`src/rtl/aam_pkg.sv`:
```
`timescale 1ns / 1ps
// ----------------------------------------------------------------------------
// aam_pkg: shared types and constants of the auto-ranging amplitude meter
// Request and register codes, field widths and the window report layout.
// ----------------------------------------------------------------------------
package aam_pkg;

	localparam int ADC_BITS_DEF = 10;
	localparam int CH_COUNT     = 2;

	localparam int CFG_IDX_W  = 3;
	localparam int CFG_DATA_W = 10;
	localparam int SAT_W      = 10;
	localparam int GND_W      = 10;
	localparam int IGN_W      = 8;
	localparam int IDX_W      = 3;
	localparam int CNT_W      = 8;
	localparam int PK_W       = 16;
	localparam int SUM_W      = 32;
	localparam int REP_W      = 8;
	localparam int REQ_W      = 3;

	localparam int REPORT_DATA_W = PK_W + SUM_W + SUM_W + REP_W;

	// request kinds carried in the input tuser
	typedef enum logic [REQ_W-1:0] {
		REQ_SAMPLE = 3'd0,
		REQ_BEGIN  = 3'd1,
		REQ_OPEN   = 3'd2,
		REQ_CLOSE  = 3'd3,
		REQ_FINISH = 3'd4
	} req_t;

	// configuration register indexes
	typedef enum logic [CFG_IDX_W-1:0] {
		CFG_SAT_HIGH  = 3'd0,
		CFG_SAT_LOW   = 3'd1,
		CFG_IGNORE    = 3'd2,
		CFG_RMS_MODE  = 3'd3,
		CFG_HV_TOP    = 3'd4,
		CFG_FB_TOP    = 3'd5,
		CFG_HV_GROUND = 3'd6,
		CFG_FB_GROUND = 3'd7
	} cfg_idx_t;

	// one window report; the data part packs peak_to_peak in the lowest bits
	typedef struct packed {
		logic                    last;
		logic                    out_channel;
		logic signed [REP_W-1:0] range_report;
		logic [SUM_W-1:0]        square_sum;
		logic [SUM_W-1:0]        sample_sum;
		logic [PK_W-1:0]         peak_to_peak;
	} report_t;

endpackage

```
`src/rtl/autorange_amplitude_meter_unit.sv`:
```
`timescale 1ns / 1ps
// ----------------------------------------------------------------------------
// autorange_amplitude_meter_unit: two-channel auto-ranging amplitude meter
// Tracks saturation, min/max or sums per channel and reports each window.
// ----------------------------------------------------------------------------
// Usage:
//  Input stream: tuser holds the request kind and the channel, tdata the ADC
//  sample. Sample, begin, open and finish requests update internal state only;
//  a close-window request pushes two reports (channel 0, then channel 1 with
//  tlast set) into a four-entry result queue on the output stream.
//  An accepted item is registered and processed once the queue has room for
//  two reports; its reports are written into the queue and shown from there.
//  Throughput: one item per cycle while the queue has room for two reports.
//  Sustained close-window traffic is bounded by the output port, which drains
//  one report per cycle while the receiver is ready, two per such item.
//  When the receiver stalls, the queue fills and input tready drops once
//  fewer than two entries are free; nothing is lost or reordered.
//  Reset clears all per-channel state (min_q goes to the largest ADC code)
//  and loads the register defaults. Configuration writes are always taken and
//  should only be issued while the meter is idle.
// ----------------------------------------------------------------------------
module autorange_amplitude_meter_unit
	import aam_pkg::*;
#(
	parameter int ADC_BITS = ADC_BITS_DEF
) (
	input  logic                              clk,
	input  logic                              arst_n,
	// input stream
	input  logic                              s_axis_tvalid,
	output logic                              s_axis_tready,
	// tdata: [ADC_BITS-1:0] sample, rest zero
	input  logic [((ADC_BITS+7)/8)*8-1:0]     s_axis_tdata,
	// tuser: [2:0] req_type, [3] channel
	input  logic [REQ_W:0]                    s_axis_tuser,
	// output stream
	output logic                              m_axis_tvalid,
	input  logic                              m_axis_tready,
	// tdata: [15:0] peak_to_peak, [47:16] sample_sum, [79:48] square_sum,
	//        [87:80] range_report
	output logic [REPORT_DATA_W-1:0]          m_axis_tdata,
	// tuser: [0] out_channel
	output logic [0:0]                        m_axis_tuser,
	output logic                              m_axis_tlast,
	// configuration write channel
	input  logic                              cfg_valid,
	output logic                              cfg_ready,
	input  logic [CFG_IDX_W-1:0]              cfg_index,
	input  logic [CFG_DATA_W-1:0]             cfg_data
);

	localparam int CMP_W = (ADC_BITS > SAT_W) ? ADC_BITS : SAT_W;
	localparam logic [ADC_BITS-1:0] ADC_MAX = '1;
	localparam logic [SUM_W-1:0] SMALL_PK = SUM_W'((64 * ((1 << ADC_BITS) - 1)) / 20);
	localparam int Q_DEPTH = 4;
	localparam int QP_W = $clog2(Q_DEPTH);
	localparam int QC_W = $clog2(Q_DEPTH + 1);

	// configuration registers
	logic [SAT_W-1:0] sat_high_q;
	logic [SAT_W-1:0] sat_low_q;
	logic [IGN_W-1:0] ign_after_q;
	logic             rms_mode_q;
	logic [IDX_W-1:0] top_q [CH_COUNT];
	logic [GND_W-1:0] ground_q [CH_COUNT];

	// input register
	logic                in_valid_s1;
	req_t                in_req_s1;
	logic                in_chan_s1;
	logic [ADC_BITS-1:0] in_sample_s1;

	// result queue
	report_t         q_mem [Q_DEPTH];
	logic [QP_W-1:0] wr_ptr_q;
	logic [QP_W-1:0] rd_ptr_q;
	logic [QC_W-1:0] count_q;

	report_t rep_c [CH_COUNT];

	logic room;
	logic advance;
	logic push;
	logic pop;

	// take configuration writes at any time
	assign cfg_ready = 1'b1;

	always_ff @(posedge clk or negedge arst_n) begin
		if (!arst_n) begin
			sat_high_q  <= SAT_W'(1013);
			sat_low_q   <= SAT_W'(10);
			ign_after_q <= IGN_W'(1);
			rms_mode_q  <= 1'b0;
			top_q[0]    <= IDX_W'(2);
			top_q[1]    <= IDX_W'(4);
			ground_q[0] <= GND_W'(512);
			ground_q[1] <= GND_W'(512);
		end else if (cfg_valid) begin
			unique case (cfg_idx_t'(cfg_index))
				CFG_SAT_HIGH:  sat_high_q  <= cfg_data[SAT_W-1:0];
				CFG_SAT_LOW:   sat_low_q   <= cfg_data[SAT_W-1:0];
				CFG_IGNORE:    ign_after_q <= cfg_data[IGN_W-1:0];
				CFG_RMS_MODE:  rms_mode_q  <= cfg_data[0];
				CFG_HV_TOP:    top_q[0]    <= cfg_data[IDX_W-1:0];
				CFG_FB_TOP:    top_q[1]    <= cfg_data[IDX_W-1:0];
				CFG_HV_GROUND: ground_q[0] <= cfg_data[GND_W-1:0];
				CFG_FB_GROUND: ground_q[1] <= cfg_data[GND_W-1:0];
				default: ;
			endcase
		end
	end

	// process the registered item once the queue can take two reports
	assign room          = count_q <= QC_W'(Q_DEPTH - 2);
	assign advance       = in_valid_s1 && room;
	assign s_axis_tready = !in_valid_s1 || room;
	assign push          = advance && (in_req_s1 == REQ_CLOSE);
	assign pop           = m_axis_tvalid && m_axis_tready;

	// capture the input transaction
	always_ff @(posedge clk or negedge arst_n) begin
		if (!arst_n) begin
			in_valid_s1 <= 1'b0;
		end else if (s_axis_tready) begin
			in_valid_s1 <= s_axis_tvalid;
		end
	end

	always_ff @(posedge clk) begin
		if (s_axis_tready && s_axis_tvalid) begin
			in_req_s1    <= req_t'(s_axis_tuser[REQ_W-1:0]);
			in_chan_s1   <= s_axis_tuser[REQ_W];
			in_sample_s1 <= s_axis_tdata[ADC_BITS-1:0];
		end
	end

	// per-channel measurement state
	for (genvar c = 0; c < CH_COUNT; c++) begin : g_chan
		logic [IDX_W-1:0]    range_q, range_d;
		logic [IDX_W-1:0]    saved_q, saved_d;
		logic [CNT_W-1:0]    satc_q, satc_d;
		logic [IGN_W-1:0]    ign_q, ign_d;
		logic [ADC_BITS-1:0] max_q, max_d;
		logic [ADC_BITS-1:0] min_q, min_d;
		logic [SUM_W-1:0]    sum_q, sum_d;
		logic [SUM_W-1:0]    sqs_q, sqs_d;

		logic                sel;
		logic [CMP_W-1:0]    smp_ext;
		logic [CMP_W-1:0]    gnd_ext;
		logic [CMP_W-1:0]    dev;
		logic [2*CMP_W-1:0]  dev_sq;
		logic                sat;
		logic                down_ok;
		logic [IDX_W:0]      up_idx;
		logic                up_ok;
		logic [ADC_BITS-1:0] span;
		logic [PK_W-1:0]     pk;
		logic [CNT_W-1:0]    clamp;
		logic [REP_W-1:0]    rep;

		assign sel     = in_chan_s1 == 1'(c);
		assign smp_ext = CMP_W'(in_sample_s1);
		assign gnd_ext = CMP_W'(ground_q[c]);
		assign sat     = (smp_ext > CMP_W'(sat_high_q)) || (smp_ext < CMP_W'(sat_low_q));
		assign dev     = (smp_ext >= gnd_ext) ? smp_ext - gnd_ext : gnd_ext - smp_ext;
		assign dev_sq  = dev * dev;

		// index steps, each kept only within the top index
		assign down_ok = (range_q != '0) && ((range_q - IDX_W'(1)) <= top_q[c]);
		assign up_idx  = {1'b0, range_q} + (IDX_W+1)'(1);
		assign up_ok   = up_idx <= {1'b0, top_q[c]};

		// report fields
		assign span  = max_q - min_q;
		assign pk    = (rms_mode_q || (max_q < min_q)) ? '0 : PK_W'({span, 6'b0});
		assign clamp = (satc_q > CNT_W'(128)) ? CNT_W'(128) : satc_q;
		assign rep   = (satc_q != '0) ? REP_W'(0) - REP_W'(clamp) : REP_W'(range_q);

		assign rep_c[c].last         = (c == CH_COUNT - 1);
		assign rep_c[c].out_channel  = 1'(c);
		assign rep_c[c].range_report = rep;
		assign rep_c[c].square_sum   = sqs_q;
		assign rep_c[c].sample_sum   = sum_q;
		assign rep_c[c].peak_to_peak = pk;

		// next state for the item being processed
		always_comb begin
			range_d = range_q;
			saved_d = saved_q;
			satc_d  = satc_q;
			ign_d   = ign_q;
			max_d   = max_q;
			min_d   = min_q;
			sum_d   = sum_q;
			sqs_d   = sqs_q;
			if (advance) begin
				unique case (in_req_s1)
					REQ_SAMPLE: begin
						if (sel) begin
							if (sat) begin
								if (ign_q == '0) begin
									if (satc_q != '1) begin
										satc_d = satc_q + CNT_W'(1);
									end
									if (down_ok) begin
										range_d = range_q - IDX_W'(1);
									end
									ign_d = ign_after_q;
								end else begin
									ign_d = ign_q - IGN_W'(1);
								end
							end else if (rms_mode_q) begin
								sqs_d = sqs_q + SUM_W'(dev_sq);
								sum_d = sum_q + SUM_W'(in_sample_s1);
							end else begin
								if (in_sample_s1 > max_q) begin
									max_d = in_sample_s1;
								end
								if (in_sample_s1 < min_q) begin
									min_d = in_sample_s1;
								end
							end
						end
					end
					REQ_BEGIN: begin
						saved_d = range_q;
						range_d = top_q[c];
					end
					REQ_OPEN: begin
						satc_d = '0;
						ign_d  = '0;
						if (rms_mode_q) begin
							sum_d = '0;
							sqs_d = '0;
						end else begin
							min_d = ADC_MAX;
							max_d = '0;
						end
					end
					REQ_CLOSE: begin
						if (up_ok && ({{(SUM_W-PK_W){1'b0}}, pk} < SMALL_PK)) begin
							range_d = up_idx[IDX_W-1:0];
						end
					end
					REQ_FINISH: begin
						if (saved_q <= top_q[c]) begin
							range_d = saved_q;
						end
					end
					default: ;
				endcase
			end
		end

		always_ff @(posedge clk or negedge arst_n) begin
			if (!arst_n) begin
				range_q <= '0;
				saved_q <= '0;
				satc_q  <= '0;
				ign_q   <= '0;
				max_q   <= '0;
				min_q   <= ADC_MAX;
				sum_q   <= '0;
				sqs_q   <= '0;
			end else begin
				range_q <= range_d;
				saved_q <= saved_d;
				satc_q  <= satc_d;
				ign_q   <= ign_d;
				max_q   <= max_d;
				min_q   <= min_d;
				sum_q   <= sum_d;
				sqs_q   <= sqs_d;
			end
		end
	end

	// write both reports of a close window
	always_ff @(posedge clk) begin
		if (push) begin
			q_mem[wr_ptr_q]            <= rep_c[0];
			q_mem[wr_ptr_q + QP_W'(1)] <= rep_c[1];
		end
	end

	// advance queue pointers and occupancy
	always_ff @(posedge clk or negedge arst_n) begin
		if (!arst_n) begin
			wr_ptr_q <= '0;
			rd_ptr_q <= '0;
			count_q  <= '0;
		end else begin
			if (push) begin
				wr_ptr_q <= wr_ptr_q + QP_W'(CH_COUNT);
			end
			if (pop) begin
				rd_ptr_q <= rd_ptr_q + QP_W'(1);
			end
			count_q <= count_q + (push ? QC_W'(CH_COUNT) : '0) - (pop ? QC_W'(1) : '0);
		end
	end

	// present the oldest report
	assign m_axis_tvalid = count_q != '0;
	assign m_axis_tdata  = {q_mem[rd_ptr_q].range_report, q_mem[rd_ptr_q].square_sum,
		q_mem[rd_ptr_q].sample_sum, q_mem[rd_ptr_q].peak_to_peak};
	assign m_axis_tuser  = q_mem[rd_ptr_q].out_channel;
	assign m_axis_tlast  = q_mem[rd_ptr_q].last;

endmodule

```
`config.mk`:
```
export PLATFORM = sky130hd
export DESIGN_NAME = autorange_amplitude_meter_unit
export DESIGN_NICKNAME = d
export VERILOG_FILES = /design/src/rtl/aam_pkg.sv /design/src/rtl/autorange_amplitude_meter_unit.sv
export SDC_FILE = /design/constraint.sdc
export NUM_CORES = 1
export LEC_CHECK = 0
export ABC_AREA = 1
export CORE_ASPECT_RATIO = 1.25
export CORE_MARGIN = 4
export CORE_UTILIZATION = 35
export CTS_BUF_LIST = sky130_fd_sc_hd__clkbuf_16
export DETAILED_ROUTE_END_ITERATION = 16
export DONT_BUFFER_PORTS = 1
export PLACE_DENSITY_LB_ADDON = 0.05
export RECOVER_POWER = 100
export SLEW_MARGIN = 10
export SYNTH_ARGS = -nofsm -noshare
export SYNTH_HDL_FRONTEND = slang
export SYNTH_SLANG_ARGS = --single-unit
```
`constraint.sdc`:
```
create_clock -name clk -period 21.8 [get_ports clk]
set_input_delay 2.18 -clock clk [delete_from_list [all_inputs] [get_ports clk]]
set_output_delay 2.18 -clock clk [all_outputs]
set_load 0.02 [all_outputs]
```
### Yosys cells after proc, flatten, opt, wreduce, memory -nomap -nowiden

Memory sizes are Yosys's and may differ from the RTL's.
Index checks and enable logic that the tools add are counted.

| storage, ports and cells | value |
|---|---|
| memories | 1 |
| word-level logic and storage cells | 243 |
| output and inout port bits | 93 |
| bits in writable memories | 360 |
| input port bits | 38 |
| register bits | 289 |

Memories:

| memory | depth | width | rd ports | clocked after memory_dff | wr ports | line | source |
|---|---|---|---|---|---|---|---|
| q_mem | 4 | 90 | 1 | 0 | 2 | autorange_amplitude_meter_unit.sv:74 | `report_t q_mem [Q_DEPTH];` |

| cells by class | value |
|---|---|
| order comparisons | 21 |
| multiply operators | 2 |
| reduce and logical (&&, ||, !) cells | 45 |
| equality and inequality tests | 35 |
| add/subtract/negate cells | 25 |
| mux-type cells | 83 |

Operator list:

| kind | count |
|---|---|
| 32-bit 2-to-1 mux | 13 |
| 32-bit case mux with 2 select lines | 4 |
| 10-bit 2-to-1 mux | 20 |
| 8-bit 2-to-1 mux | 18 |
| 10-bit case mux with 2 select lines | 4 |
| 32-bit by 10-bit adder with 32-bit output | 2 |
| 32-bit by 20-bit adder with 32-bit output | 2 |
| 8-bit case mux with 2 select lines | 4 |
| 10-bit subtractor | 6 |
| 10-bit less-than comparator | 5 |
| 10-bit by 10-bit multiplier with 20-bit output | 2 |
| 2-bit inequality test (second input constant) | 20 |
| 3-bit 2-to-1 mux | 12 |
| 16-bit by 12-bit less-than comparator with 1-bit output (second input constant) | 2 |
| 16-bit 2-to-1 mux | 2 |
| 10-bit > comparator | 3 |
| 7-bit AND reduction | 4 |
| 3-bit case mux with 4 select lines | 2 |
| 6-bit AND reduction | 4 |
| 10-bit >= comparator | 2 |
| 2-bit AND reduction | 9 |
| 8-bit by 1-bit adder with 8-bit output (second input constant) | 2 |
| 8-bit > comparator (second input constant) | 2 |
| 8-bit zero test | 2 |
| 28 further kinds | 65 |

### Longest topological paths before layout

| logic depth | value |
|---|---|
| word-level depth | 8 |
| depth in mapped cells | 37 |
| depth with buffers taken out | 36 |

### Least setup slack after synthesis

OpenSTA, ideal clock, no wires.

| path | value |
|---|---|
| path kind | reg-to-reg |
| start | reg in_req_s1[2] |
| end | mem q_mem[0][10] (netlist bit) (enable) |
| data required time | 21109 ps |
| slack | 13344 ps |
| stages on the path, launching flop included | 6 |
| buffers on the path | 0 |
| period minus slack after synthesis | 8456 ps |
| arrival | 7765 ps |
| setup time | 691 ps |
| cells stage by stage | edfxtp_1 > inv_1 > nand2_1 > nor2_1 > nand2_1 > nor2_1 |

RTL lines:

| item | line | source |
|---|---|---|
| start: declaration | autorange_amplitude_meter_unit.sv:69 | `req_t in_req_s1;` |
| start signal: assignment | autorange_amplitude_meter_unit.sv:132 | `in_req_s1 <= req_t'(s_axis_tuser[REQ_W-1:0]);` |
| end: declaration | autorange_amplitude_meter_unit.sv:74 |  |

### Worst setup path in the final report

| path | value |
|---|---|
| start | reg rd_ptr_q[0] |
| end | out m_axis_tdata[67] |

| on the way | value |
|---|---|
| word-level cells in the longest chain between the ends | 1 |

Ends and longest elaborated chain:

| item | line | source |
|---|---|---|
| start: declaration | autorange_amplitude_meter_unit.sv:76 | `logic [QP_W-1:0] rd_ptr_q;` |
| start signal: assignment | autorange_amplitude_meter_unit.sv:299 | `rd_ptr_q <= rd_ptr_q + QP_W'(1);` |
| memory read 4 x 90 bit | n/a |  |
| end: declaration | autorange_amplitude_meter_unit.sv:41 | `output logic [REPORT_DATA_W-1:0] m_axis_tdata,` |

No other way between the ends.

==> summary.md <==
| Metric | Value |
|---|---|
| DRT iter0 DRCs | `1687` |
| Hold Crit Start | `g_chan[1].sqs_q[8]$_DFFE_PN0P_` |
| Post-route ant nets | `0` |
| Met1 usage | `26.0%` |
| Crit Path Class | `register to primary output` |
| Tmin final | `9.61 ns` |
| Antenna cells | `0` |
| Unrepaired setup endpoints after global routing | `false` |
| Min-Delay Path Class | `register to register` |
| Crit end category | `primary output` |
| Die area | `0.122 mm2` |
| WL per Instance | `19.2 um` |
| Drt drc | `0` |
| GRT met3 Usage | `2.31%` |
| DP HPWL | `88.8 mm` |
| Worst Path Max Fanout | `87` |
| Top delay family on crit path | `buffers and inverters` |
| # setup viols final | `0` |
| Hold Path Cell Cnt | `0` |
| Final nets | `5181` |
| Sequential share of the synthesized area | `42.0%` |
| Syn_area_per_cell | `8.59 um2` |
| I/O Buffers | `0` |
| Initial Util | `35.4%` |
| R2R cell count | `29` |
| DR vias/cell | `4.93` |
| CTS Buffer Depth | `3` |
| CTS Sinks | `616` |
| Async set-reset flop share out of synthesis | `44.5%` |
| Ys flop type | `edfxtp_1` |
| Number of synthesized register bits | `616` |
| Mapped Area | `0.0408 mm2` |
| Worst-path clk slew | `0.06 ns` |
| Area grow syn2layout | `9.11%` |
| CP Buf/Inv Count | `2` |
| Arr. time, crit path | `7.43 ns` |
| Final slew viol count | `738` |
| Initial antenna violation count | `1` |
| Main area contributors after synthesis | `edfxtp_1 25%, dfrtp_1 15%, nand2_1 8.8%, ha_1 8.7%, fa_1 7.0%` |
| FP Rows | `139` |
| Gr usage total | `19.8%` |
| Slew @ Worst Pin | `3.95 ns` |
| Worst-path cell chain | `clkinvlp_2 > clkbuf_1 > o21ai_0 > o22ai_1` |
| CTS tree | `done` |
| Die width | `314 um` |
| Synth Instances | `4752` |
| WP depth | `4` |
| Critical path startpoint | `rd_ptr_q[0]$_DFFE_PN0P_` |
| Slowest CP cell | `clkinvlp_2` |
| R2R Path Start | `g_chan[0].smp_ext[0]$_DFFE_PP_` |
| H-tree depth | `3` |
| Synth warnings | `0` |
| Cts bufs inserted | `74` |
| Slew HR | `-163%` |
| CP max stage delay | `2.72 ns` |
| Root Driver | `clkbuf_16` |
| # hold bufs at CTS | `0` |
| Area leader, netlist | `edfxtp_1` |
| Routed WL | `122 mm` |
| Final Core Density | `38.6%` |
| WP data required | `19.62 ns` |
| Most common cell after layout, fill and taps aside | `nand2_1` |
| Worst Clk Skew | `0.0374 ns` |
| Core area | `0.115 mm2` |
| Clock Latency Late Sink | `0.66 ns` |
| Via count | `31200` |
| Grt ovf | `0` |
| Failing checks | `capacitance limit, slew limit` |
| Vias in the first global route | `31100` |
| Most frequent cells in the layout | `962 x nand2_1, 703 x inv_1, 521 x nor2_1` |
| Layout cells sized above 1 | `5.65%` |
| Initial DRT Pass Iterations | `7` |
| Yosys top cell area share | `25.2%` |
| Pin count of the biggest net entering global routing | `275` |
| IO Pins | `131` |
| Crit path launch type | `register` |
| Count of cell types in the netlist | `66` |
| Met2 Use GR | `34.8%` |
| RePlAce Congestion | `0.859` |
| Post-CTS setup buffers | `0` |
| Final Hold Violating Endpoints | `0` |
| # Max-Cap Violations | `16` |
| Die Y-Extent | `390 um` |
| EDFF count, synth | `342` |
| Status | `finished, violations left` |
| First-pass GRT wire length | `188 mm` |
| Tcrit/Tclk final | `44.1%` |
| Final TNS setup | `0 ns` |
| FMAX | `104 MHz` |
| Cts repair resizes | `0` |
| GRT busiest layer | `met2` |
## metal layers
metal | vias to the layer above | wire [um]
li1 | 15500 | -
met1 | 15100 | 55000
met2 | 481 | 59900
met3 | 130 | 4050
met4 | 0 | 2560
met5 | - | 0
## sequential cells by signal, summed over array words and instances, names as in the netlist, 2 cells and up
register,flops
count_q,3
g_chan.gnd_ext,20
g_chan.ign_q,16
g_chan.max_q,20
g_chan.min_q,20
g_chan.range_q,6
g_chan.satc_q,16
g_chan.saved_q,6
g_chan.smp_ext,10
g_chan.sqs_q,64
g_chan.sum_q,64
ign_after_q,8
in_req_s1,3
q_mem,328
rd_ptr_q,2
sat_high_q,10
sat_low_q,10
top_q,6
## synth_stat cells (all sizes together), types with 2 or more instances
| cell type | count |
|---|---|
| nand2 | 980 |
| inv | 703 |
| nor2 | 553 |
| o21ai | 447 |
| edfxtp | 342 |
| ha | 284 |
| dfrtp | 239 |
| nand3 | 199 |
| a21oi | 179 |
| fa | 142 |
| clkbuf | 91 |
| o22ai | 85 |
| xor2 | 77 |
| nand4 | 65 |
| xnor2 | 57 |
| buf | 55 |
| nor3 | 43 |
| dfstp | 35 |
| or2 | 26 |
| nand3b | 24 |
| o31ai | 20 |
| a21o | 19 |
| nor4 | 15 |
| o21bai | 12 |
| o211ai | 10 |
| a21boi | 8 |
| o21a | 6 |
| o2111ai | 5 |
| a31oi | 4 |
| o221ai | 4 |
| a22oi | 3 |
| nor3b | 3 |
| a211oi | 2 |
| a221oi | 2 |
| a32oi | 2 |
| and3 | 2 |
| clkinv | 2 |
| conb | 2 |
| mux2i | 2 |
## worst paths after layout
check,endpoint,slack [ns]
max in group asynchronous,g_chan[0].sqs_q[29]$_DFFE_PN0P_,19.55
worst max register to register,g_chan[1].sqs_q[28]$_DFFE_PN0P_,12.28
worst min-delay path,q_mem[1][56]$_DFFE_PP_,0.48
worst min register to register,q_mem[1][56]$_DFFE_PP_,0.48
worst max-delay path,m_axis_tdata[67],12.19
min in group asynchronous,g_chan[0].satc_q[3]$_DFFE_PN0P_,1.24
## metrics by stage
stage | cell area (um2) | instances | setup WS [ns] | hold WS (ns)
after floorplan | 40900 | 4757 | 13.34 | 0.442
after detailed placement | 42300 | 6192 | 13.92 | 0.463
after global placement | 42300 | 6192 | 13.99 | 0.461
final | 44600 | 6327 | 12.19 | 0.477
after CTS | 44700 | 6327 | 13.90 | 0.478
after global routing | 44600 | 6327 | 11.21 | 0.483
## kinds of logic after synthesis
family,Yosys count,synth area share [%]
xor+xnor,134,2.89
other cells,2,0.0184
compound gates,810,11.2
fa+ha+maj,426,15.7
simple gates,1911,19.9
flops,616,42.0
mux,2,0.0490
buf+inv,851,8.25
## cell type report
type | count | area [um2]
Clock buffer | 78 | 1950
Clock inverter | 57 | 417
Fill cell | 11900 | 70800
Inverter | 705 | 2650
Multi-Input combinational cell | 3290 | 20200
Sequential cell | 616 | 17200
Tap cell | 1551 | 1940
Timing Repair Buffer | 30 | 176
Power is not shown: default switching activity piles up to over one toggle a cycle in this logic, so the estimate is an artifact.
